[config.mk]
export PLATFORM = sky130hd
export DESIGN_NAME = graph6_stream_decoder_flat
export DESIGN_NICKNAME = d
export VERILOG_FILES = /design/src/design/g6d_pkg.sv /design/src/design/g6d_if.sv /design/src/design/g6d_front.sv /design/src/design/g6d_queue.sv /design/src/design/g6d_back.sv /design/src/design/graph6_stream_decoder.sv /design/src/flat_wrapper.sv
export SDC_FILE = /design/constraint.sdc
export NUM_CORES = 1
export LEC_CHECK = 0
export ABC_AREA = 0
export BUFFER_PORTS_ARGS = -buffer_cell sky130_fd_sc_hd__buf_2
export CAP_MARGIN = 40
export CORE_MARGIN = 10
export CORE_UTILIZATION = 50
export CTS_CLUSTER_SIZE = 12
export DETAILED_ROUTE_END_ITERATION = 7
export GPL_ROUTABILITY_DRIVEN = 0
export PLACE_DENSITY_LB_ADDON = 0.15
export SLEW_MARGIN = 20
export SYNTH_ARGS = -nofsm -noshare
export SYNTH_HDL_FRONTEND = slang
export SYNTH_SLANG_ARGS = --single-unit
[constraint.sdc]
create_clock -name clk -period 12.7 [get_ports clk]
set_input_delay 2.54 -clock clk [delete_from_list [all_inputs] [get_ports clk]]
set_output_delay 2.54 -clock clk [all_outputs]
set_load 0.05 [all_outputs]
[src/design/g6d_pkg.sv]
package g6d_pkg;

  localparam int unsigned COUNT_W = 36;

  // Printable range of a graph6 character and the short header limit.
  localparam logic [7:0] CHAR_BIAS = 8'd63;
  localparam logic [7:0] CHAR_MAX  = 8'd126;
  localparam logic [5:0] SMALL_MAX = 6'd62;
  localparam logic [5:0] LONG_MARK = 6'd63;
  localparam int unsigned BITS_PER_CHAR = 6;

  typedef enum logic [1:0] {
    KIND_COUNT   = 2'd0,
    KIND_EDGE    = 2'd1,
    KIND_DONE    = 2'd2,
    KIND_INVALID = 2'd3
  } kind_t;

  typedef enum logic [1:0] {
    PH_IDLE = 2'd0,
    PH_HEAD = 2'd1,
    PH_BODY = 2'd2
  } phase_t;

  typedef enum logic [1:0] {
    CMD_HDR  = 2'd0,
    CMD_INV  = 2'd1,
    CMD_BODY = 2'd2
  } cmd_op_t;

  typedef enum logic [1:0] {
    GEN_COUNT   = 2'd0,
    GEN_DONE    = 2'd1,
    GEN_INVALID = 2'd2,
    GEN_BITS    = 2'd3
  } gen_t;

  // One classified character handed from the front to the back.
  typedef struct packed {
    cmd_op_t              op;
    logic                 cond;
    logic [COUNT_W-1:0]   arg;
  } cmd_t;

  typedef struct packed {
    kind_t                kind;
    logic [COUNT_W-1:0]   vc;
    logic [COUNT_W-1:0]   lo;
    logic [COUNT_W-1:0]   hi;
  } res_t;

endpackage

[src/design/g6d_if.sv]
interface g6d_in_if;
  logic       valid;
  logic       ready;
  logic [7:0] data_byte;
  logic       start_req;

  modport source (output valid, output data_byte, output start_req, input ready);
  modport sink   (input valid, input data_byte, input start_req, output ready);
endinterface

interface g6d_out_if;
  logic        valid;
  logic        ready;
  logic [1:0]  kind;
  logic [35:0] vertex_count;
  logic [35:0] edge_low;
  logic [35:0] edge_high;
  logic        last;

  modport source (output valid, output kind, output vertex_count, output edge_low,
                  output edge_high, output last, input ready);
  modport sink   (input valid, input kind, input vertex_count, input edge_low,
                  input edge_high, input last, output ready);
endinterface

[src/design/g6d_front.sv]
module g6d_front (
  input  logic            clk,
  input  logic            rst,
  g6d_in_if.sink          char_ch,
  output logic            push,
  output g6d_pkg::cmd_t   push_cmd,
  input  logic            full
);

  localparam logic [2:0] HBL_NONE    = 3'd0;
  localparam logic [2:0] HBL_SHORT   = 3'd2;
  localparam logic [2:0] HBL_LONG    = 3'd6;
  localparam logic [2:0] HBL_PENDING = 3'd7;

  g6d_pkg::phase_t phase, phase_next, eff_phase;
  logic [2:0]      hbl, hbl_next, eff_hbl, hbl_dec;
  logic [35:0]     vt, vt_next, eff_vt, vt_shift;
  logic            accept;
  logic            bad;
  logic [7:0]      diff;
  logic [5:0]      v;

  assign char_ch.ready = !full;
  assign accept        = char_ch.valid && !full;

  assign bad      = (char_ch.data_byte < g6d_pkg::CHAR_BIAS) ||
                    (char_ch.data_byte > g6d_pkg::CHAR_MAX);
  assign diff     = char_ch.data_byte - g6d_pkg::CHAR_BIAS;
  assign v        = diff[5:0];
  assign eff_phase = char_ch.start_req ? g6d_pkg::PH_HEAD : phase;
  assign eff_hbl   = char_ch.start_req ? HBL_NONE : hbl;
  assign eff_vt    = char_ch.start_req ? 36'd0 : vt;
  assign vt_shift  = {eff_vt[29:0], v};
  assign hbl_dec   = eff_hbl - 3'd1;

  always_comb begin
    phase_next = phase;
    hbl_next   = hbl;
    vt_next    = vt;
    push       = 1'b0;
    push_cmd   = '{op: g6d_pkg::CMD_BODY, cond: 1'b0, arg: '0};
    if (accept) begin
      if (char_ch.start_req) begin
        phase_next = g6d_pkg::PH_HEAD;
        hbl_next   = HBL_NONE;
        vt_next    = '0;
      end
      case (eff_phase)
        g6d_pkg::PH_HEAD, g6d_pkg::PH_BODY: begin
          if (bad) begin
            push          = 1'b1;
            push_cmd.op   = g6d_pkg::CMD_INV;
            // In the body the back decides whether the graph is still live.
            push_cmd.cond = (eff_phase == g6d_pkg::PH_BODY);
            phase_next    = g6d_pkg::PH_IDLE;
            hbl_next      = HBL_NONE;
          end else if (eff_phase == g6d_pkg::PH_BODY) begin
            push         = 1'b1;
            push_cmd.op  = g6d_pkg::CMD_BODY;
            push_cmd.arg = {30'd0, v};
          end else if (char_ch.start_req) begin
            if (v <= g6d_pkg::SMALL_MAX) begin
              vt_next      = {30'd0, v};
              push         = 1'b1;
              push_cmd.op  = g6d_pkg::CMD_HDR;
              push_cmd.arg = {30'd0, v};
              hbl_next     = HBL_NONE;
              phase_next   = (v[5:1] == 5'd0) ? g6d_pkg::PH_IDLE : g6d_pkg::PH_BODY;
            end else begin
              hbl_next = HBL_PENDING;
            end
          end else if (eff_hbl == HBL_PENDING) begin
            if (v == g6d_pkg::LONG_MARK) begin
              vt_next  = '0;
              hbl_next = HBL_LONG;
            end else begin
              vt_next  = {30'd0, v};
              hbl_next = HBL_SHORT;
            end
          end else begin
            vt_next  = vt_shift;
            hbl_next = hbl_dec;
            if (hbl_dec == HBL_NONE) begin
              push         = 1'b1;
              push_cmd.op  = g6d_pkg::CMD_HDR;
              push_cmd.arg = vt_shift;
              phase_next   = (vt_shift[35:1] == 35'd0) ? g6d_pkg::PH_IDLE
                                                      : g6d_pkg::PH_BODY;
            end
          end
        end
        default: begin
        end
      endcase
    end
  end

  always_ff @(posedge clk) begin
    if (rst) begin
      phase <= g6d_pkg::PH_IDLE;
      hbl   <= HBL_NONE;
    end else begin
      phase <= phase_next;
      hbl   <= hbl_next;
    end
  end

  always_ff @(posedge clk) begin
    vt <= vt_next;
  end

endmodule

[src/design/g6d_queue.sv]
module g6d_queue #(
  parameter int DEPTH = 4
) (
  input  logic            clk,
  input  logic            rst,
  input  logic            push,
  input  g6d_pkg::cmd_t   push_cmd,
  output logic            full,
  input  logic            pop,
  output logic            pop_valid,
  output g6d_pkg::cmd_t   pop_cmd
);

  localparam int IDX_W = (DEPTH > 1) ? $clog2(DEPTH) : 1;
  localparam int CNT_W = $clog2(DEPTH + 1);

  g6d_pkg::cmd_t    mem [DEPTH];
  logic [IDX_W-1:0] wr_ptr, rd_ptr;
  logic [CNT_W-1:0] count;

  assign full      = (count == CNT_W'(DEPTH));
  assign pop_valid = (count != '0);
  assign pop_cmd   = mem[rd_ptr];

  always_ff @(posedge clk) begin
    if (push) begin
      mem[wr_ptr] <= push_cmd;
    end
  end

  always_ff @(posedge clk) begin
    if (rst) begin
      wr_ptr <= '0;
      rd_ptr <= '0;
      count  <= '0;
    end else begin
      if (push) begin
        wr_ptr <= (wr_ptr == IDX_W'(DEPTH - 1)) ? '0 : wr_ptr + 1'b1;
      end
      if (pop) begin
        rd_ptr <= (rd_ptr == IDX_W'(DEPTH - 1)) ? '0 : rd_ptr + 1'b1;
      end
      if (push && !pop) begin
        count <= count + 1'b1;
      end else if (pop && !push) begin
        count <= count - 1'b1;
      end
    end
  end

  a_no_overflow: assert property (@(posedge clk) disable iff (rst) !(push && full && !pop))
    else $error("queue written while full");
  a_no_underflow: assert property (@(posedge clk) disable iff (rst) pop |-> pop_valid)
    else $error("queue read while empty");

endmodule

[src/design/g6d_back.sv]
module g6d_back (
  input  logic            clk,
  input  logic            rst,
  input  logic            q_valid,
  input  g6d_pkg::cmd_t   q_cmd,
  output logic            q_pop,
  g6d_out_if.source       result_ch
);

  logic                busy, active, cond;
  g6d_pkg::gen_t       gen;
  logic [35:0]         total, row, col;
  logic [5:0]          bits;
  logic [2:0]          left;

  logic                stg_valid, stg_last;
  g6d_pkg::res_t       stg;
  logic                out_valid, out_last;
  g6d_pkg::res_t       out_res;

  logic                would_res, step_end, step_en, gen_res, stg_move, out_free;
  g6d_pkg::res_t       s_res;
  g6d_pkg::gen_t       s_gen;
  logic                s_active;
  logic [35:0]         s_row, s_col, row_inc, col_inc;
  logic [5:0]          s_bits;
  logic [2:0]          s_left;

  assign row_inc = row + 36'd1;
  assign col_inc = col + 36'd1;

  // One step of the generator: at most one result, one adjacency bit.
  always_comb begin
    would_res = 1'b0;
    step_end  = 1'b0;
    s_res     = '{kind: g6d_pkg::KIND_COUNT, vc: '0, lo: '0, hi: '0};
    s_gen     = gen;
    s_active  = active;
    s_row     = row;
    s_col     = col;
    s_bits    = bits;
    s_left    = left;
    case (gen)
      g6d_pkg::GEN_COUNT: begin
        would_res  = 1'b1;
        s_res.kind = g6d_pkg::KIND_COUNT;
        s_res.vc   = total;
        if (total[35:1] == 35'd0) begin
          s_gen = g6d_pkg::GEN_DONE;
        end else begin
          step_end = 1'b1;
        end
      end
      g6d_pkg::GEN_DONE: begin
        would_res  = 1'b1;
        s_res.kind = g6d_pkg::KIND_DONE;
        s_res.vc   = total;
        s_active   = 1'b0;
        step_end   = 1'b1;
      end
      g6d_pkg::GEN_INVALID: begin
        would_res  = !cond || active;
        s_res.kind = g6d_pkg::KIND_INVALID;
        s_active   = 1'b0;
        step_end   = 1'b1;
      end
      g6d_pkg::GEN_BITS: begin
        if (!active) begin
          step_end = 1'b1;
        end else begin
          would_res  = bits[5];
          s_res.kind = g6d_pkg::KIND_EDGE;
          s_res.vc   = total;
          s_res.lo   = row;
          s_res.hi   = col;
          s_bits     = {bits[4:0], 1'b0};
          s_left     = left - 3'd1;
          if (row_inc >= col) begin
            s_row = '0;
            s_col = col_inc;
          end else begin
            s_row = row_inc;
          end
          if ((row_inc >= col) && (col_inc >= total)) begin
            // The last pair: padding bits are dropped and the done beat follows.
            s_gen = g6d_pkg::GEN_DONE;
          end else if (left == 3'd1) begin
            step_end = 1'b1;
          end
        end
      end
      default: begin
        step_end = 1'b1;
      end
    endcase
  end

  assign out_free = !out_valid || result_ch.ready;
  assign step_en  = busy && (!would_res || !stg_valid || out_free);
  assign gen_res  = step_en && would_res;
  assign stg_move = stg_valid && out_free && (stg_last || gen_res);
  assign q_pop    = q_valid && (!busy || (step_en && step_end));

  always_ff @(posedge clk) begin
    if (rst) begin
      busy      <= 1'b0;
      active    <= 1'b0;
      gen       <= g6d_pkg::GEN_COUNT;
      stg_valid <= 1'b0;
      stg_last  <= 1'b0;
      out_valid <= 1'b0;
    end else begin
      if (q_pop) begin
        busy <= 1'b1;
        case (q_cmd.op)
          g6d_pkg::CMD_HDR: begin
            gen    <= g6d_pkg::GEN_COUNT;
            active <= 1'b1;
          end
          g6d_pkg::CMD_INV: begin
            gen <= g6d_pkg::GEN_INVALID;
            if (step_en) active <= s_active;
          end
          g6d_pkg::CMD_BODY: begin
            gen <= g6d_pkg::GEN_BITS;
            if (step_en) active <= s_active;
          end
          default: begin
            gen <= g6d_pkg::GEN_INVALID;
            if (step_en) active <= s_active;
          end
        endcase
      end else if (step_en) begin
        gen    <= s_gen;
        active <= s_active;
        if (step_end) busy <= 1'b0;
      end

      if (gen_res) begin
        stg_valid <= 1'b1;
        stg_last  <= step_end;
      end else if (stg_move) begin
        stg_valid <= 1'b0;
      end else if (step_en && step_end && stg_valid) begin
        // The held beat turns out to be the final one for its character.
        stg_last <= 1'b1;
      end

      if (stg_move) begin
        out_valid <= 1'b1;
      end else if (result_ch.ready) begin
        out_valid <= 1'b0;
      end
    end
  end

  always_ff @(posedge clk) begin
    if (q_pop) begin
      cond <= q_cmd.cond;
      case (q_cmd.op)
        g6d_pkg::CMD_HDR: begin
          total <= q_cmd.arg;
          row   <= '0;
          col   <= 36'd1;
        end
        g6d_pkg::CMD_BODY: begin
          bits <= q_cmd.arg[5:0];
          left <= 3'(g6d_pkg::BITS_PER_CHAR);
          if (step_en) begin
            row <= s_row;
            col <= s_col;
          end
        end
        default: begin
          if (step_en) begin
            row  <= s_row;
            col  <= s_col;
            bits <= s_bits;
            left <= s_left;
          end
        end
      endcase
    end else if (step_en) begin
      row  <= s_row;
      col  <= s_col;
      bits <= s_bits;
      left <= s_left;
    end
    if (gen_res) begin
      stg <= s_res;
    end
    if (stg_move) begin
      out_res  <= stg;
      out_last <= stg_last;
    end
  end

  assign result_ch.valid        = out_valid;
  assign result_ch.kind         = out_res.kind;
  assign result_ch.vertex_count = out_res.vc;
  assign result_ch.edge_low     = out_res.lo;
  assign result_ch.edge_high    = out_res.hi;
  assign result_ch.last         = out_last;

  a_open_beat_busy: assert property (@(posedge clk) disable iff (rst)
    (stg_valid && !stg_last) |-> busy)
    else $error("held beat without a character in progress");
  a_bits_left: assert property (@(posedge clk) disable iff (rst)
    (busy && gen == g6d_pkg::GEN_BITS && active) |-> (left != 3'd0))
    else $error("bit step with no bits left");
  a_edge_order: assert property (@(posedge clk) disable iff (rst)
    (result_ch.valid && result_ch.kind == g6d_pkg::KIND_EDGE) |->
    (result_ch.edge_low < result_ch.edge_high &&
     result_ch.edge_high < result_ch.vertex_count))
    else $error("edge endpoints out of order or range");

endmodule

[src/design/graph6_stream_decoder.sv]
// Channel    Dir  Beat payload
// char_ch    in   data_byte[7:0], start_req
// result_ch  out  kind[1:0], vertex_count[35:0], edge_low[35:0], edge_high[35:0], last
//
// The front takes one character per cycle while the command queue has room.
// A body character is stepped one adjacency bit at a time in the back; the bit that
// closes the graph ends it early, and the done beat follows.
// A count beat is followed by a done beat below two vertices; an idle back pops first.
// Staging and output registers let the output stall until both are full.
// Synchronous reset clears all control state; there is no clearing pass.
module graph6_stream_decoder #(
  parameter int QUEUE_DEPTH = 4
) (
  input  logic       clk,
  input  logic       rst,
  g6d_in_if.sink     char_ch,
  g6d_out_if.source  result_ch
);

  logic           push, full, pop, pop_valid;
  g6d_pkg::cmd_t  push_cmd, pop_cmd;

  g6d_front u_front (
    .clk      (clk),
    .rst      (rst),
    .char_ch  (char_ch),
    .push     (push),
    .push_cmd (push_cmd),
    .full     (full)
  );

  g6d_queue #(
    .DEPTH (QUEUE_DEPTH)
  ) u_queue (
    .clk       (clk),
    .rst       (rst),
    .push      (push),
    .push_cmd  (push_cmd),
    .full      (full),
    .pop       (pop),
    .pop_valid (pop_valid),
    .pop_cmd   (pop_cmd)
  );

  g6d_back u_back (
    .clk       (clk),
    .rst       (rst),
    .q_valid   (pop_valid),
    .q_cmd     (pop_cmd),
    .q_pop     (pop),
    .result_ch (result_ch)
  );

endmodule

[src/flat_wrapper.sv]
// flat-port wrapper written by rule: the top's interface ports become plain ports
module graph6_stream_decoder_flat 
#(
  parameter int QUEUE_DEPTH = 4
)
  (clk, rst, char_ch_valid, char_ch_data_byte, char_ch_start_req, char_ch_ready, result_ch_valid, result_ch_kind, result_ch_vertex_count, result_ch_edge_low, result_ch_edge_high, result_ch_last, result_ch_ready);
  g6d_in_if char_ch_i ();
  g6d_out_if result_ch_i ();
  input  logic clk;
  input  logic rst;
  input wire logic [$bits(char_ch_i.valid)-1:0] char_ch_valid;
  input wire logic [$bits(char_ch_i.data_byte)-1:0] char_ch_data_byte;
  input wire logic [$bits(char_ch_i.start_req)-1:0] char_ch_start_req;
  output wire logic [$bits(char_ch_i.ready)-1:0] char_ch_ready;
  output wire logic [$bits(result_ch_i.valid)-1:0] result_ch_valid;
  output wire logic [$bits(result_ch_i.kind)-1:0] result_ch_kind;
  output wire logic [$bits(result_ch_i.vertex_count)-1:0] result_ch_vertex_count;
  output wire logic [$bits(result_ch_i.edge_low)-1:0] result_ch_edge_low;
  output wire logic [$bits(result_ch_i.edge_high)-1:0] result_ch_edge_high;
  output wire logic [$bits(result_ch_i.last)-1:0] result_ch_last;
  input wire logic [$bits(result_ch_i.ready)-1:0] result_ch_ready;
  assign char_ch_i.valid = char_ch_valid;
  assign char_ch_i.data_byte = char_ch_data_byte;
  assign char_ch_i.start_req = char_ch_start_req;
  assign char_ch_ready = char_ch_i.ready;
  assign result_ch_valid = result_ch_i.valid;
  assign result_ch_kind = result_ch_i.kind;
  assign result_ch_vertex_count = result_ch_i.vertex_count;
  assign result_ch_edge_low = result_ch_i.edge_low;
  assign result_ch_edge_high = result_ch_i.edge_high;
  assign result_ch_last = result_ch_i.last;
  assign result_ch_i.ready = result_ch_ready;
  graph6_stream_decoder #(.QUEUE_DEPTH(QUEUE_DEPTH)) u_core (.clk(clk), .rst(rst), .char_ch(char_ch_i), .result_ch(result_ch_i));
endmodule
==> flow_summary.toml <==
[outcome]
status = "completed"

[clock_network]
clock-sinks = 546
post_cts_buffers = 0
clk_latency_ps = 600
htreeDepth = 2
cts_root_buffer = "clkbuf_16"
ctsResizeCount = 0
postCtsHoldBufs = 0
clock_path_buffers = 3
cts_tree = "yes"
cts_buffers = 56
path_clk_slew_ps = 60

[critical_path]
worstPathRequired_ps = 12920
critPathKind = "reg -> reg"
cp_max_fo = 59
worstPathArrival_ps = 6830
critPathCaptureType = "flip-flop"
critical_path.startpoint_type = "flip-flop"

[synth]
synthesis.nets = 1881
ys_seq_area_share_pct = 65.46
yosys.area_share.simple_pct = 13.06
synth_xor_area_share_pct = 4.078
synth_area_per_cell_um2 = 13.32
synth-seq-cells = 546
synth_compound_area_share_pct = 5.243
yosysWarnings = 0
synth_cells = 1774
synth_edf_count = 453
synth_top_family_by_area = "simple AND/OR/NAND/NOR gates"
synth_flop_cell = "edfxtp_1"
synth_async_sr_flop_share_pct = 0
synth_cell_type_count = 74
synth_mux_area_share_pct = 4.168
synth.cell_area_um2 = 23620
synthAdderAreaFrac_pct = 5.010

[grt]
antenna_found_initial = 1
track_usage_pct = 17.80
global_route.usage.met3_pct = 3.205
grt_pass1_vias = 14271
grt_max_degree = 66
grt-ovfl-total = 0
use_met1_pct = 22.44
grt_pass1_wl_um = 79900
grt_use_met2_pct = 30.83
grt-busiest-layer = "met2"

[sta]
fin_crit_ps = 6607
slew_violations = 0
setup_viol = 0
max_freq_mhz = 151.3
finalClockSkew_ps = 16.27
rsz0062_at_grt = "false"
fin_crit_sh_pct = 52.03
relSlewSlack_pct = 45.69
hold_violations = 0
worst_pin_slew_ps = 808.5
fin_tns_setup_ps = 0

[place]
dp_hpwl_um = 34770
port_buffers = 125

[power]
power_density_nw_per_um2 = 188.8
leakage_nw = 9.927
power_mw = 5.057
ir_drop_mv = 0.1279

[detailed_routing]
drc = 0
drtIter0Drc = 1203
vias = 14072
postRouteAntennaNets = 0
vias_per_cell = 5.482
drt_wl_total_um = 50620
firstDrtPassIters = 5
wl_per_cell_um = 19.72

[run]
drv_cap = 0

[floorplan]
io-pin-count = 126
die_h_um = 237.4
die-area_um2 = 56340
core_area_um2 = 46650
start_util_pct = 50.64
die_x_um = 237.4
placementRows = 79

[final_layout]
fillerInstances = 3771
antennaDiodeCount = 0
layout_common_cells = "edfxtp_1 (453), nor2_1 (148), nand2_1 (145)"
fin_nets = 2021
drive_gt1_share_pct = 15.05
syn_to_final_growth_pct = 13.36
final_common_cell = "edfxtp_1"

[worst_hold_path]
hp-class = "reg -> reg"
## layer usage
metal | vias to the layer above | share of wire [%]
li1 | 6771 | -
met1 | 6923 | 43
met2 | 301 | 51
met3 | 77 | 4.3
met4 | 0 | 2.4
met5 | - | 0
## path summary, 6_finish.rpt
| path | start | slack (ps) | end | depth (start not counted) |
|---|---|---|---|---|
| worst max-delay path | u_core.u_back.row[10]$_DFF_P_ | 6090 | u_core.u_back.total[0]$_DFFE_PP_ | 17 |
| worst min-delay path | u_core.u_back.stg[26]$_SDFFCE_PN0P_ | 420 | u_core.u_back.result_ch.edge_high[26]$_DFFE_PP_ | 0 |
| worst max register to register | u_core.u_back.row[10]$_DFF_P_ | 6090 | u_core.u_back.total[0]$_DFFE_PP_ | 17 |
| worst min register to register | u_core.u_back.stg[26]$_SDFFCE_PN0P_ | 420 | u_core.u_back.result_ch.edge_high[26]$_DFFE_PP_ | 0 |
## through the flow
step | area, um^2 | std cells | hold slack, ps | utilization (%) | worst slack (ps)
after floorplan | 23630 | 1774 | 400.3 | - | 863.1
after global placement | 24860 | 2455 | 403.7 | 53.27 | 5944
after detailed placement | 24920 | 2459 | 404.5 | 53.42 | 6068
after CTS | 26700 | 2563 | 415.2 | 57.22 | 6049
after global routing | 26780 | 2567 | 421.7 | 57.40 | 5501
final | 26780 | 2567 | 415.8 | 57.40 | 6093
## sequential cells by signal, summed over array words and instances, names as in the netlist, 2 cells and up, named ones only
name                                  count
u_core.u_queue.mem                      156
u_core.u_back.stg                       110
u_core.u_back.col                        36
u_core.u_back.result_ch.edge_high        36
u_core.u_back.result_ch.edge_low         36
u_core.u_back.result_ch.vertex_count     36
u_core.u_back.row                        36
u_core.u_back.total                      36
u_core.u_front.vt                        30
u_core.u_back.bits                        6
u_core.u_back.left                        3
u_core.u_front.hbl                        3
u_core.u_queue.count                      3
u_core.u_back.gen                         2
u_core.u_back.result_ch.kind              2
u_core.u_front.phase                      2
u_core.u_queue.rd_ptr                     2
u_core.u_queue.wr_ptr                     2
## cells in the mapped netlist, types with 47 or more instances
cell      number  area (um^2)
a21oi_1       71        355.3
clkbuf_1      47        176.4
nand2_1      145        544.3
dfxtp_1       93         1862
and3_1        55        344.1
nor2_1       150        563.0
xnor2_1       86        753.2
inv_1         98        367.9
and2_1        73        456.7
edfxtp_1     453        13600
nand3_1       55        275.3
ha_1          93         1164
## power breakdown
part           switching, mW  internal, mW
logic                  0.669         0.295
clock network          0.651         0.938
registers              0.143          2.36
## cells by family after synthesis
group,after synthesis
xor gates and xnor gates,110
and+or+nand+nor,613
muxes,49
adders and majority gates,94
AOI/OAI and AO/OA,192
DFF,546
buffers and inverters,170
## worst max-delay path, stage by stage, from the launching register on
cell and delay [ps]:
dfxtp_1 450, and4_1 270, nand4_1 300, nor4_1 520, and2_1 300, and3_1 290
nand3_1 140, xnor2_1 150, ha_1 330, nand4_1 150, or4_1 200, nand4b_1 130
o311a_1 510, a22o_1 400, a21oi_4 140, or3_1 640, inv_4 540, buf_4 700
## layout make-up
cell class | instances | area, um^2 | share of cell area [%]
clock buffers | 88 | 1593 | 5.947
clock inverters | 16 | 181.4 | 0.6774
inverters | 101 | 381.6 | 1.425
multi-input cells | 1058 | 7487 | 27.96
flip-flops and latches | 546 | 15470 | 57.76
well taps | 607 | 759.5 | 2.836
repair buffers | 151 | 908.4 | 3.392
Note: power is estimated with default switching activity, not from simulation.
